[config.mk]
export PLATFORM = sky130hd
export DESIGN_NAME = nrsh_fifo
export DESIGN_NICKNAME = d
export VERILOG_FILES = /design/src/rtl/nrsh_pkg.sv /design/src/rtl/nrsh_fifo.sv
export SDC_FILE = /design/constraint.sdc
export NUM_CORES = 1
export LEC_CHECK = 0
export ABC_CLOCK_PERIOD_IN_PS = 6210
export BUFFER_PORTS_ARGS = -buffer_cell sky130_fd_sc_hd__buf_4
export CAP_MARGIN = 20
export CORE_ASPECT_RATIO = 1.5
export CORE_UTILIZATION = 50
export DETAILED_ROUTE_END_ITERATION = 10
export PLACE_DENSITY = 0.74
export SLEW_MARGIN = 20
export SYNTH_ARGS = -nofsm -noshare
export SYNTH_HDL_FRONTEND = slang
export SYNTH_SLANG_ARGS = --single-unit
[constraint.sdc]
create_clock -name clk -period 6.21 [get_ports clk]
set_input_delay 0.621 -clock clk [delete_from_list [all_inputs] [get_ports clk]]
set_output_delay 0.621 -clock clk [all_outputs]
set_load 0.02 [all_outputs]
[src/rtl/nrsh_pkg.sv]
package nrsh_pkg;

  localparam int COORD_W   = 16;
  localparam int FRAC_BITS = 8;
  localparam int HIT_W     = COORD_W + FRAC_BITS;
  localparam int DIFF_W    = COORD_W + 1;
  localparam int PROD_W    = 2 * COORD_W + 2;
  localparam int CROSS_W   = PROD_W + 1;
  localparam int RATIO_W   = 2 * COORD_W;
  localparam int QB        = HIT_W;
  localparam int NUM_W     = RATIO_W + QB;
  localparam int MAG_W     = HIT_W + 1;
  localparam int DIST_W    = 2 * MAG_W + 1;

  localparam logic CMD_START = 1'b0;
  localparam logic CMD_SEG   = 1'b1;

  typedef struct packed {
    logic                      cmd;
    logic signed [COORD_W-1:0] origin_x;
    logic signed [COORD_W-1:0] origin_y;
    logic signed [COORD_W-1:0] dir_x;
    logic signed [COORD_W-1:0] dir_y;
    logic signed [HIT_W-1:0]   prior_x;
    logic signed [HIT_W-1:0]   prior_y;
    logic signed [COORD_W-1:0] seg_ax;
    logic signed [COORD_W-1:0] seg_ay;
    logic signed [COORD_W-1:0] seg_bx;
    logic signed [COORD_W-1:0] seg_by;
    logic                      last;
  } in_word_t;

  typedef struct packed {
    logic                      found;
    logic signed [HIT_W-1:0]   hit_x;
    logic signed [HIT_W-1:0]   hit_y;
    logic signed [COORD_W-1:0] hit_ax;
    logic signed [COORD_W-1:0] hit_ay;
    logic signed [COORD_W-1:0] hit_bx;
    logic signed [COORD_W-1:0] hit_by;
  } out_word_t;

  // classified word passed from front to back
  typedef struct packed {
    logic                      is_start;
    logic                      last;
    logic                      hit;
    logic                      colin;
    logic [RATIO_W-1:0]        ratio_n;
    logic [RATIO_W-1:0]        ratio_d;
    logic signed [COORD_W-1:0] ax;
    logic signed [COORD_W-1:0] ay;
    logic signed [COORD_W-1:0] bx;
    logic signed [COORD_W-1:0] by;
    logic signed [COORD_W-1:0] org_x;
    logic signed [COORD_W-1:0] org_y;
    logic signed [HIT_W-1:0]   prior_x;
    logic signed [HIT_W-1:0]   prior_y;
  } qword_t;

endpackage

[src/rtl/nrsh_fifo.sv]
module nrsh_fifo import nrsh_pkg::*; #(
  parameter int DEPTH = 4
) (
  input  logic   clk,
  input  logic   rst_n,
  input  logic   wr_en,
  input  qword_t wr_data,
  output logic   q_full,
  input  logic   rd_en,
  output qword_t rd_data,
  output logic   q_empty
);

  localparam int PW = $clog2(DEPTH);
  localparam int CW = $clog2(DEPTH + 1);

  qword_t        mem [DEPTH];
  logic [PW-1:0] wr_ptr_r, rd_ptr_r;
  logic [CW-1:0] cnt_r;
  logic          do_wr, do_rd;

  assign q_full  = (cnt_r == CW'(DEPTH));
  assign q_empty = (cnt_r == '0);
  assign do_wr   = wr_en && !q_full;
  assign do_rd   = rd_en && !q_empty;
  assign rd_data = mem[rd_ptr_r];

  always_ff @(posedge clk) begin
    if (do_wr) mem[wr_ptr_r] <= wr_data;
  end

  // pointers wrap at the depth
  always_ff @(posedge clk) begin
    if (!rst_n) begin
      wr_ptr_r <= '0;
      rd_ptr_r <= '0;
      cnt_r    <= '0;
    end else begin
      if (do_wr) wr_ptr_r <= (wr_ptr_r == PW'(DEPTH - 1)) ? '0 : wr_ptr_r + 1'b1;
      if (do_rd) rd_ptr_r <= (rd_ptr_r == PW'(DEPTH - 1)) ? '0 : rd_ptr_r + 1'b1;
      if (do_wr && !do_rd) cnt_r <= cnt_r + 1'b1;
      else if (do_rd && !do_wr) cnt_r <= cnt_r - 1'b1;
    end
  end

endmodule

==> metrics.md <==
| Metric | Value |
|---|---|
| Top cells by area, synth | edfxtp_1, mux4_2, buf_6 |
| Syn avg cell area | 26.8 sq um |
| Placer Congestion | 0.765 |
| Final Max Slew Viols | 0 |
| First-pass GRT wire length | 90700 microns |
| Die Ht | 307 microns |
| Number of H-tree levels | 3 |
| R2R Path End | cnt_r[2] |
| Syn Inst Count | 1159 |
| Synthesized area | 31100 sq um |
| Core box area | 61200 sq um |
| Drt first pass iters | 4 |
| Share of cells above drive strength 1 | 0.449 |
| CP Capture Type | output port |
| Top cell type's share of synthesized area | 0.819 |
| R2R cell count | 7 |
| IO buf count | 429 |
| # resized after CTS | 0 |
| Number of CTS-inserted buffers | 78 |
| Post-route clock period utilization | 0.578 |
| Worst r2r src | cnt_r[0] |
| Starting Density | 0.508 |
| Min-delay src | wr_data[10] |
| Psw | 4.44 mW |
| CP max stage cell | dfxtp_4 |
| Clk pwr share | 0.281 |
| Post-CTS setup repair buffer count | 0 |
| P_leak | 12.4 nW |
| P_int | 11.4 mW |
| Maximum vdd drop | 297 uV |
| Switching Share | 0.280 |
| Min cycle time layout | 3.59 ns |
| Setup TNS | 0 ns |
| Vias after detailed routing | 13819 |
| YS warnings | 0 |
| WHS Path Cells | 1 |
| Number of synthesized register bits | 857 |
| Core Util, Final | 0.613 |
| WHS | 0.191 ns |
| Initial antenna violation count | 11 |
| Clock-pin transition on the worst setup and hold timing paths | 0.06 ns |
| Vias in the first global route | 14850 |
| DRC viols | 0 |
| Grt ovf | 0 |
| Post-synthesis sequential area ratio | 0.825 |
| Final nets | 1856 |
| Synthesized Nets | 1382 |
| Crit Path Max Fanout | 93 |
| Clock Tree Buf Depth | 3 |
| TritonCTS clock tree | yes |
| Yosys cell types | 24 |
| Final WL | 61400 microns |
| CTS root buffer | clkbuf_16 |
| Yosys top cell by area | edfxtp_1 |
| Die width | 206 microns |
| Synth Flop Type | edfxtp_1 |
| Startpoint types | flop |
| Slew headroom | 0.348 |
| WL/cell | 24.6 microns |
| GRT Overall Usage | 0.196 |
| Sequential Power Share | 0.457 |
| Largest net degree at the start of global routing | 127 |
| 1st-iter DRT viols | 948 |
| Number of routed nets with antenna violations | 0 |
| Hold Path Sink | mem[0][10] |
| Fmax | 279 MHz |
| CP arrival | 2.97 ns |
| Clock sinks | 857 |
| Least-Margin Pin Slew | 0.970 ns |
| DP HPWL | 36800 microns |
| Die Area | 63200 sq um |
| Hold-fix buffers, CTS | 0 |
| Area growth syn-to-layout | 20.7% |
| CP Data Required Time | 5.59 ns |
| Clk_skew | 0.0172 ns |
| Vias per cell | 5.55 |
| Comb power frac | 0.262 |
| Min-Delay Path Class | input pin to flop |
| Status | complete, no violations |
| Post-synth EDFFs | 848 |
| RSZ-0062 raised after global routing | no |
| Worst-Skew Late Latency | 0.63 ns |
| Ys async rst share | 0 |
| Final setup vio count | 0 |
| Power Density | 423 nW/um^2 |
| Final hold viol count | 0 |
| R2R Setup Slk | 3.40 ns |
| Std-Cell Rows | 111 |
| Max stage delay on crit path | 0.79 ns |
| Ports | 430 |
| Crit Path Category | flop to output port |
| MaxCap Viol Count | 0 |
| Worst path cell trace | buf_12, mux4_2, buf_4 |
how the worst max path moves through the flow:
| stage | end | cells past startpoint |
|---|---|---|
| 4_1_cts | rd_data[41] | 3 |
| 3_3_place_gp | rd_data[101] | 3 |
| 5_1_grt | rd_data[5] | 3 |
| 3_5_place_dp | rd_data[41] | 3 |
| 2_1_floorplan | mem[0][0] | 3 |
| 6_report | rd_data[103] | 3 |
worst max-delay path: cells and delay by family, from the launching register on:
family | cells | cell delay (ns)
multiplexers | 1 | 0.62
flip-flops | 1 | 0.79
buffers and inverters | 2 | 0.79
final cells by class:
class                   count  area [sq um]
multi-input cells         249          5060
repair buffers            444          3430
clock inverters            33           231
clock buffers             108          2130
inverters                   3          11.3
flip-flops and latches    857         25700
diodes                      7          17.5
fillers                  4134         23700
well taps                 791           990
synth_stat cells, types with 3 or more instances:
| cell | number |
|---|---|
| and2_1 | 5 |
| buf_2 | 23 |
| buf_6 | 20 |
| clkbuf_1 | 6 |
| dfxtp_1 | 9 |
| edfxtp_1 | 848 |
| ha_1 | 6 |
| inv_1 | 3 |
| mux2i_1 | 3 |
| mux4_2 | 212 |
| nand2_1 | 6 |
| o21ai_0 | 3 |
sequential cells by signal, summed over array words and instances, names as in the netlist, named ones only:
register	cells
mem	848
rd_ptr_r	2
wr_ptr_r	2
cnt_r	3
logic make-up (layout without fill, tap and decap cells):
kind of cell    count (synthesis)  in the layout  synth area share
compound gates                  5              5          0.000966
xor+xnor                        2              2          0.000564
fa+ha+maj                       7              7           0.00306
buf+inv                        53            588            0.0125
flops                         857            857             0.825
mux                           215            215             0.155
other cells                     0              7                 0
simple gates                   20             20           0.00330
per-layer routing:
metal | wire length (microns) | global-route usage | part of all wire
met4 | 2230 | 0.0944 | 0.036
met5 | 54 | 0 | 0.00088
met3 | 5160 | 0.0607 | 0.084
met2 | 31900 | 0.329 | 0.52
met1 | 22000 | 0.229 | 0.36
cell usage in the layout (no fill, tap or decap), drive strengths merged, types with 2 or more instances in the layout:
cell | netlist | routed
edfxtp | 848 | 848
buf | 44 | 444
mux4 | 212 | 212
clkbuf | 6 | 108
clkinv | 0 | 25
dfxtp | 9 | 9
diode | 0 | 7
inv | 3 | 7
nand2 | 6 | 6
ha | 6 | 6
and2 | 5 | 5
mux2i | 3 | 3
o21ai | 3 | 3
nor2b | 2 | 2
nor2 | 2 | 2
nand3 | 2 | 2
clkinvlp | 0 | 2
bufinv | 0 | 2
power groups by stage:
stage	Combinational (mW)	Clock [mW]	Sequential, mW
finish	4.15	4.46	7.25
global route	4.40	4.78	7.30
CTS	4.24	4.59	7.26
detailed placement	4.23	0	7.38
global placement	4.20	0	7.33
floorplan	2.68	0	7.30
metrics by stage:
stage          cells  setup slack, ns  power (mW)  instance area [sq um]
6_report        2492             2.62        15.9                  37500
3_3_place_gp    2344             3.16        11.5                  35100
2_1_floorplan   1159             2.15        9.98                  31100
3_5_place_dp    2344             3.15        11.6                  35100
4_1_cts         2485             2.46        16.1                  37500
5_1_grt         2492             2.35        16.5                  37500
Note: power is estimated with default switching activity, not from simulation.
