===== src/rtl/nrsh_pkg.sv =====
package nrsh_pkg;

  localparam int COORD_W   = 16;
  localparam int FRAC_BITS = 8;
  localparam int HIT_W     = COORD_W + FRAC_BITS;
  localparam int DIFF_W    = COORD_W + 1;
  localparam int PROD_W    = 2 * COORD_W + 2;
  localparam int CROSS_W   = PROD_W + 1;
  localparam int RATIO_W   = 2 * COORD_W;
  localparam int QB        = HIT_W;
  localparam int NUM_W     = RATIO_W + QB;
  localparam int MAG_W     = HIT_W + 1;
  localparam int DIST_W    = 2 * MAG_W + 1;

  localparam logic CMD_START = 1'b0;
  localparam logic CMD_SEG   = 1'b1;

  typedef struct packed {
    logic                      cmd;
    logic signed [COORD_W-1:0] origin_x;
    logic signed [COORD_W-1:0] origin_y;
    logic signed [COORD_W-1:0] dir_x;
    logic signed [COORD_W-1:0] dir_y;
    logic signed [HIT_W-1:0]   prior_x;
    logic signed [HIT_W-1:0]   prior_y;
    logic signed [COORD_W-1:0] seg_ax;
    logic signed [COORD_W-1:0] seg_ay;
    logic signed [COORD_W-1:0] seg_bx;
    logic signed [COORD_W-1:0] seg_by;
    logic                      last;
  } in_word_t;

  typedef struct packed {
    logic                      found;
    logic signed [HIT_W-1:0]   hit_x;
    logic signed [HIT_W-1:0]   hit_y;
    logic signed [COORD_W-1:0] hit_ax;
    logic signed [COORD_W-1:0] hit_ay;
    logic signed [COORD_W-1:0] hit_bx;
    logic signed [COORD_W-1:0] hit_by;
  } out_word_t;

  // classified word passed from front to back
  typedef struct packed {
    logic                      is_start;
    logic                      last;
    logic                      hit;
    logic                      colin;
    logic [RATIO_W-1:0]        ratio_n;
    logic [RATIO_W-1:0]        ratio_d;
    logic signed [COORD_W-1:0] ax;
    logic signed [COORD_W-1:0] ay;
    logic signed [COORD_W-1:0] bx;
    logic signed [COORD_W-1:0] by;
    logic signed [COORD_W-1:0] org_x;
    logic signed [COORD_W-1:0] org_y;
    logic signed [HIT_W-1:0]   prior_x;
    logic signed [HIT_W-1:0]   prior_y;
  } qword_t;

endpackage


===== src/rtl/nrsh_back.sv =====
module nrsh_back import nrsh_pkg::*; (
  input  logic      clk,
  input  logic      rst_n,
  input  qword_t    q_data,
  input  logic      q_empty,
  output logic      q_pop,
  output logic      empty,
  input  logic      pop,
  output out_word_t out_data
);

  localparam logic [2:0] S_IDLE = 3'd0;
  localparam logic [2:0] S_MUL  = 3'd1;
  localparam logic [2:0] S_DIV  = 3'd2;
  localparam logic [2:0] S_RND  = 3'd3;
  localparam logic [2:0] S_DIST = 3'd4;
  localparam logic [2:0] S_CMP  = 3'd5;
  localparam logic [2:0] S_EMIT = 3'd6;

  localparam int CNT_W = $clog2(QB + 1);

  logic [2:0]                state_r;
  qword_t                    cur_r;
  logic signed [COORD_W-1:0] org_x_r, org_y_r;
  logic [DIST_W-1:0]         best_dist_r, sq_r;
  logic                      inf_r, found_r, sel_r;
  logic signed [HIT_W-1:0]   best_hx_r, best_hy_r, hx_r, hy_r;
  logic signed [COORD_W-1:0] best_ax_r, best_ay_r, best_bx_r, best_by_r;
  logic [QB-1:0]             num_lo_r, quo_r;
  logic [RATIO_W-1:0]        rem_r;
  logic [CNT_W-1:0]          cnt_r;
  logic                      out_vld_r;
  out_word_t                 out_r;

  logic signed [DIFF_W-1:0]  wx, wy, w_sel;
  logic [COORD_W-1:0]        w_mag;
  logic [NUM_W-1:0]          numer;
  logic [RATIO_W:0]          r2;
  logic                      ge, rnd_up;
  logic [QB:0]               q_rnd;
  logic signed [HIT_W-1:0]   base, hit_c;
  logic signed [MAG_W-1:0]   dx, dy;
  logic [MAG_W-1:0]          mx, my;
  logic                      out_free;
  logic                      emit_fire;

  assign q_pop     = (state_r == S_IDLE) && !q_empty;
  assign empty     = !out_vld_r;
  assign out_data  = out_r;
  assign out_free  = !out_vld_r || pop;
  assign emit_fire = (state_r == S_EMIT) && out_free;

  // shared lerp datapath, one coordinate at a time
  always_comb begin
    wx     = DIFF_W'(cur_r.bx) - DIFF_W'(cur_r.ax);
    wy     = DIFF_W'(cur_r.by) - DIFF_W'(cur_r.ay);
    w_sel  = sel_r ? wy : wx;
    w_mag  = (w_sel < 0) ? COORD_W'(-w_sel) : COORD_W'(w_sel);
    numer  = NUM_W'(cur_r.ratio_n * w_mag) << FRAC_BITS;
    r2     = {rem_r, num_lo_r[QB-1]};
    ge     = (r2 >= {1'b0, cur_r.ratio_d});
    rnd_up = ({rem_r, 1'b0} >= {1'b0, cur_r.ratio_d});
    q_rnd  = {1'b0, quo_r} + (QB+1)'(rnd_up);
    base   = sel_r ? (HIT_W'(cur_r.ay) <<< FRAC_BITS) : (HIT_W'(cur_r.ax) <<< FRAC_BITS);
    hit_c  = (w_sel < 0) ? base - HIT_W'(q_rnd) : base + HIT_W'(q_rnd);
    dx     = MAG_W'(hx_r) - (MAG_W'(org_x_r) <<< FRAC_BITS);
    dy     = MAG_W'(hy_r) - (MAG_W'(org_y_r) <<< FRAC_BITS);
    mx     = (dx < 0) ? MAG_W'(-dx) : MAG_W'(dx);
    my     = (dy < 0) ? MAG_W'(-dy) : MAG_W'(dy);
  end

  always_ff @(posedge clk) begin
    if (!rst_n) begin
      state_r     <= S_IDLE;
      org_x_r     <= '0;
      org_y_r     <= '0;
      best_dist_r <= '0;
      inf_r       <= 1'b1;
      found_r     <= 1'b0;
      best_hx_r   <= '0;
      best_hy_r   <= '0;
      best_ax_r   <= '0;
      best_ay_r   <= '0;
      best_bx_r   <= '0;
      best_by_r   <= '0;
      sel_r       <= 1'b0;
      out_vld_r   <= 1'b0;
    end else begin
      out_vld_r <= emit_fire || (out_vld_r && !pop);
      case (state_r)
        // take one word and route it
        S_IDLE: begin
          if (!q_empty) begin
            cur_r <= q_data;
            sel_r <= 1'b0;
            if (q_data.is_start == 1'b1) begin
              org_x_r   <= q_data.org_x;
              org_y_r   <= q_data.org_y;
              hx_r      <= q_data.prior_x;
              hy_r      <= q_data.prior_y;
              inf_r     <= (q_data.prior_x == (HIT_W'(q_data.org_x) <<< FRAC_BITS)) &&
                           (q_data.prior_y == (HIT_W'(q_data.org_y) <<< FRAC_BITS));
              found_r   <= 1'b0;
              best_hx_r <= '0;
              best_hy_r <= '0;
              best_ax_r <= '0;
              best_ay_r <= '0;
              best_bx_r <= '0;
              best_by_r <= '0;
              state_r   <= S_DIST;
            end else if (q_data.hit && q_data.colin) begin
              hx_r    <= HIT_W'(q_data.ax) <<< FRAC_BITS;
              hy_r    <= HIT_W'(q_data.ay) <<< FRAC_BITS;
              state_r <= S_DIST;
            end else if (q_data.hit) begin
              state_r <= S_MUL;
            end else begin
              state_r <= q_data.last ? S_EMIT : S_IDLE;
            end
          end
        end
        // numerator ln*|w|*2^F, top part seeds the remainder
        S_MUL: begin
          rem_r    <= numer[NUM_W-1:QB];
          num_lo_r <= numer[QB-1:0];
          quo_r    <= '0;
          cnt_r    <= CNT_W'(QB);
          state_r  <= S_DIV;
        end
        // restoring division, one quotient bit a cycle
        S_DIV: begin
          rem_r    <= ge ? RATIO_W'(r2 - {1'b0, cur_r.ratio_d}) : RATIO_W'(r2);
          num_lo_r <= num_lo_r << 1;
          quo_r    <= {quo_r[QB-2:0], ge};
          cnt_r    <= cnt_r - 1'b1;
          if (cnt_r == CNT_W'(1)) state_r <= S_RND;
        end
        // round half away from zero and place on the segment
        S_RND: begin
          if (sel_r) begin
            hy_r    <= hit_c;
            state_r <= S_DIST;
          end else begin
            hx_r    <= hit_c;
            sel_r   <= 1'b1;
            state_r <= S_MUL;
          end
        end
        S_DIST: begin
          sq_r    <= DIST_W'(mx * mx) + DIST_W'(my * my);
          state_r <= S_CMP;
        end
        // keep the strictly nearer hit
        S_CMP: begin
          if (cur_r.is_start) begin
            best_dist_r <= sq_r;
          end else if (inf_r || sq_r < best_dist_r) begin
            best_dist_r <= sq_r;
            inf_r       <= 1'b0;
            found_r     <= 1'b1;
            best_hx_r   <= hx_r;
            best_hy_r   <= hy_r;
            best_ax_r   <= cur_r.ax;
            best_ay_r   <= cur_r.ay;
            best_bx_r   <= cur_r.bx;
            best_by_r   <= cur_r.by;
          end
          state_r <= cur_r.last ? S_EMIT : S_IDLE;
        end
        S_EMIT: begin
          if (out_free) begin
            state_r <= S_IDLE;
          end
        end
        default: state_r <= S_IDLE;
      endcase
    end
    if (emit_fire) begin
      out_r.found  <= found_r;
      out_r.hit_x  <= found_r ? best_hx_r : '0;
      out_r.hit_y  <= found_r ? best_hy_r : '0;
      out_r.hit_ax <= found_r ? best_ax_r : '0;
      out_r.hit_ay <= found_r ? best_ay_r : '0;
      out_r.hit_bx <= found_r ? best_bx_r : '0;
      out_r.hit_by <= found_r ? best_by_r : '0;
    end
  end

endmodule


===== config.mk =====
export PLATFORM = sky130hd
export DESIGN_NAME = nrsh_back
export DESIGN_NICKNAME = d
export VERILOG_FILES = /design/src/rtl/nrsh_pkg.sv /design/src/rtl/nrsh_back.sv
export SDC_FILE = /design/constraint.sdc
export NUM_CORES = 2
export LEC_CHECK = 0
export BUFFER_PORTS_ARGS = -buffer_cell sky130_fd_sc_hd__buf_2
export CORE_MARGIN = 10
export CORE_UTILIZATION = 39
export CTS_CLUSTER_DIAMETER = 60
export DETAILED_ROUTE_END_ITERATION = 8
export SLEW_MARGIN = 20
export SYNTH_ARGS = -nofsm -noshare
export SYNTH_HDL_FRONTEND = slang
export SYNTH_SLANG_ARGS = --single-unit

===== constraint.sdc =====
create_clock -name clk -period 9.96 [get_ports clk]
set_clock_uncertainty 0.15 [all_clocks]
set_input_delay 0.498 -clock clk [delete_from_list [all_inputs] [get_ports clk]]
set_output_delay 0.498 -clock clk [all_outputs]
set_load 0.05 [all_outputs]

==> flow_summary_export.csv <==
group,metric,value,unit
outcome,outcome,"finished, violations left",
outcome,violations,"negative setup slack",
synth,yosysSeqAreaShare,19.68,%
synth,ys_warn_count,0,
clocking,clkSinkCount,621,
global_route,grt_pass1_vias,72960,
synth,synth-seq-cells,621,
clocking,cts_tree,"done",
synth,synth_cells,8766,
synth,synthArstFlopShare,0,%
floorplanning,start_util,39.28,%
routing,drt_first_iter_violations,5137,
setup_path,cpMostUsedCell,"fa_1",
global_route,overflow,0,
worst_hold_path,hold_depth,3,
global_route,grt_antenna_before_repair,24,
setup_path,critical_path.max_fanout,10,
final_layout,layout-drive-gt1-share,19.01,%
setup_path,regToRegSetupSlack,-700,ps
sta,slew_violations,0,
routing,ant_nets,0,
setup_path,worstSetupPathType,"flop to flop",
routing,viasPerCell,5.199,
clocking,cts_made_buffers,80,
clocking,cts-root-buf,"clkbuf_16",
sta,finalWorstSetupSlack,-701.8,ps
setup_path,required,10260,ps
sta,finalHoldViolations,0,
global_route,grt_use_total,23.87,%
sta,rsz0062_at_grt,"yes",
setup_path,cp-end-kind,"flop",
final_layout,syn2layout_area_growth,22.35,%
clocking,cts.clk_slew.worst_paths,60,ps
synth,avgSynthCellArea,9.635,um2
floorplanning,pin_count,331,
synth,yosysUniqueCellTypes,110,
sta,finalCriticalPeriod,10660,ps
synth,synth_edf_count,419,
clocking,clock_latency,740,ps
synth,synth_top_cells_by_area,"fa_1, edfxtp_1, ha_1, inv_1, dfxtp_1",
synth,yosys.area.top_type,"fa_1",
synth,synth_commonest_cells,"inv_1, fa_1, nand2_1",
routing,drc_errors,0,
routing,vias,67190,
placed_design,dpl.hpwl,234700,um
synth,ys.flop_type,"edfxtp_1",
routing,wl,282300,um
floorplanning,core,215000,um2
final_layout,nNetsFinal,12340,
synth,yosysMostFrequentCell,"inv_1",
sta,tightestPinTransition,1144,ps
synth,synth_top_area_share,34.58,%
clocking,cts_max_path_buffers,3,
global_route,grt_max_degree,112,
worst_hold_path,holdPathEnd,"hy_r[19]",
sta,slew_headroom,23.07,%
placed_design,numPortBuffers,330,
routing,drtPass1Iterations,5,
sta,timing.final.crit_share,107.0,%
floorplanning,fp.dieW,485.4,um
setup_path,cpMaxStageDelayCell,"fa_2",
synth,synth.cell_area,84460,um2
floorplanning,dieArea,235600,um2
floorplanning,die_y,485.4,um
sta,finalSetupViolCount,33,
run,max_cap_viol_count,0,
setup_path,worst_path_largest_cell_delay,580,ps
setup_path,r2r-end,"sq_r[50]",
setup_path,r2r-start,"hx_r[8]",
sta,fmax,93.79,MHz
clocking,h-tree-depth,3,
floorplanning,rows,170,
placed_design,place.gp.congestion,0.9843,
setup_path,critPathLaunchType,"flop",
worst_hold_path,min_path_type,"primary input to flop",
final_layout,utilization,48.05,%
global_route,grt_pass1_wl,433900,um
setup_path,cp_data_arrival_time,10970,ps
routing,wl_per_cell,21.84,um
worst_hold_path,worstHoldStart,"q_data[19]",
setup_path,reg2regPathDepth,47,
==> registers in the layout, indices dropped and copies added (netlist names) <==
signal	cells
best_ax_r	16
best_ay_r	16
best_bx_r	16
best_by_r	16
best_dist_r	51
best_hx_r	24
best_hy_r	24
cnt_r	5
cur_r	130
found_r	1
hx_r	24
hy_r	24
inf_r	1
num_lo_r	16
org_x_r	16
org_y_r	16
out_data	113
out_vld_r	1
quo_r	24
rem_r	32
sel_r	1
sq_r	51
state_r	3
==> per-layer routing <==
metal / wire length (um) / part of all wire (%) / track usage [%] / vias to the layer above
met1: 113800 / 40 / 30.24 / 34100
met3: 19050 / 6.7 / 4.372 / 637
met4: 16120 / 5.7 / 10.75 / 14
li1: - / - / - / 30150
met5: 90 / 0.032 / 0 / -
met2: 133300 / 47 / 39.73 / 2290
==> placed cells by master, fill, tap and decap left out, types with 39 or more instances in the layout <==
cell type / synthesis / layout
a21o_1: 143 / 142
and2_1: 313 / 307
buf_2: 51 / 329
nor2_1: 582 / 524
a21boi_0: 44 / 39
o21a_1: 41 / 39
buf_12: 0 / 53
clkbuf_16: 0 / 82
buf_6: 2 / 54
o21ai_0: 189 / 156
buf_4: 2 / 873
nand2b_1: 47 / 45
ha_1: 659 / 629
nand3_1: 69 / 64
nor3_1: 50 / 47
inv_2: 13 / 56
dfxtp_1: 202 / 200
a41oi_1: 58 / 56
dlygate4sd3_1: 0 / 171
a22o_1: 114 / 114
nor2b_1: 48 / 43
xnor2_1: 203 / 176
inv_1: 1813 / 1761
nand4_1: 92 / 92
xor2_1: 108 / 92
edfxtp_1: 419 / 419
nor2_2: 2 / 39
fa_1: 1459 / 1423
a21oi_2: 2 / 43
nand2_1: 921 / 904
o311ai_0: 51 / 51
a21oi_1: 246 / 193
==> cells by family after synthesis <==
logic type | Yosys count | share of synthesized area, %
xor gates and xnor gates | 319 | 3.379
AOI/OAI and AO/OA | 1144 | 9.385
other | 2 | 0.008892
and+or+nand+nor | 2313 | 12.75
adders and majority gates | 2118 | 44.34
DFF | 621 | 19.68
buffers and inverters | 2203 | 9.894
muxes | 46 | 0.5570
==> what timing repair did <==
item | CTS | global route
setup endpoints to repair | 55 | 65
cloned | 0 | 2
hold buffers | 171 | 0
pin swaps | 96 | 134
gates resized for setup | 186 | 265
endpoints found under the hold margin | 174 | 0
buffers inserted | 46 | 50
==> metrics by stage <==
| step | cells | setup WS, ps | cell area [um2] | hold WS, ps | TNS (ps) |
|---|---|---|---|---|---|
| 2_1_floorplan | 8802 | -196.2 | 85090 | 290.7 | -713.4 |
| 3_3_place_gp | 12490 | -1019 | 96250 | 303.0 | -20720 |
| 3_5_place_dp | 12490 | -1009 | 96250 | 305.6 | -24040 |
| 4_1_cts | 12860 | -724.3 | 101800 | 0.7225 | -14850 |
| 5_1_grt | 12920 | -1091 | 103300 | 64.69 | -27270 |
| 6_report | 12920 | -701.8 | 103300 | 61.82 | -14510 |
==> worst max-delay path, delay by kind of cell, from the launching register on <==
| family | cells | cell delay, ps |
|---|---|---|
| simple gates | 6 | 680 |
| flops | 1 | 400 |
| fa+ha+maj | 12 | 5310 |
| buf+inv | 13 | 1170 |
| compound gates | 14 | 2440 |
| xor+xnor | 2 | 260 |
==> worst max path at each step <==
stage	endpoint	slack, ps	cells past startpoint	from
2_1_floorplan	sq_r[49]	-200	44	hx_r[8]
5_1_grt	sq_r[47]	-1090	45	hx_r[8]
3_5_place_dp	sq_r[49]	-1010	41	hx_r[8]
3_3_place_gp	sq_r[49]	-1020	41	hx_r[8]
4_1_cts	sq_r[50]	-720	44	hx_r[8]
6_report	sq_r[50]	-700	47	hx_r[8]
==> layout make-up <==
cell class                      count  area, um2
Fill cell                       19930     111700
Multi-Input combinational cell   5978      61680
Sequential cell                   621      16630
Timing Repair Buffer             1490      11750
Inverter                         1832       6927
Tap cell                         2838       3551
Clock buffer                      110       2206
Clock inverter                     40      550.5
Antenna cell                       15      37.54
Power is left out: the tool's default activity adds up to more than one toggle a clock period on the data nets, which glitch-free logic cannot reach.
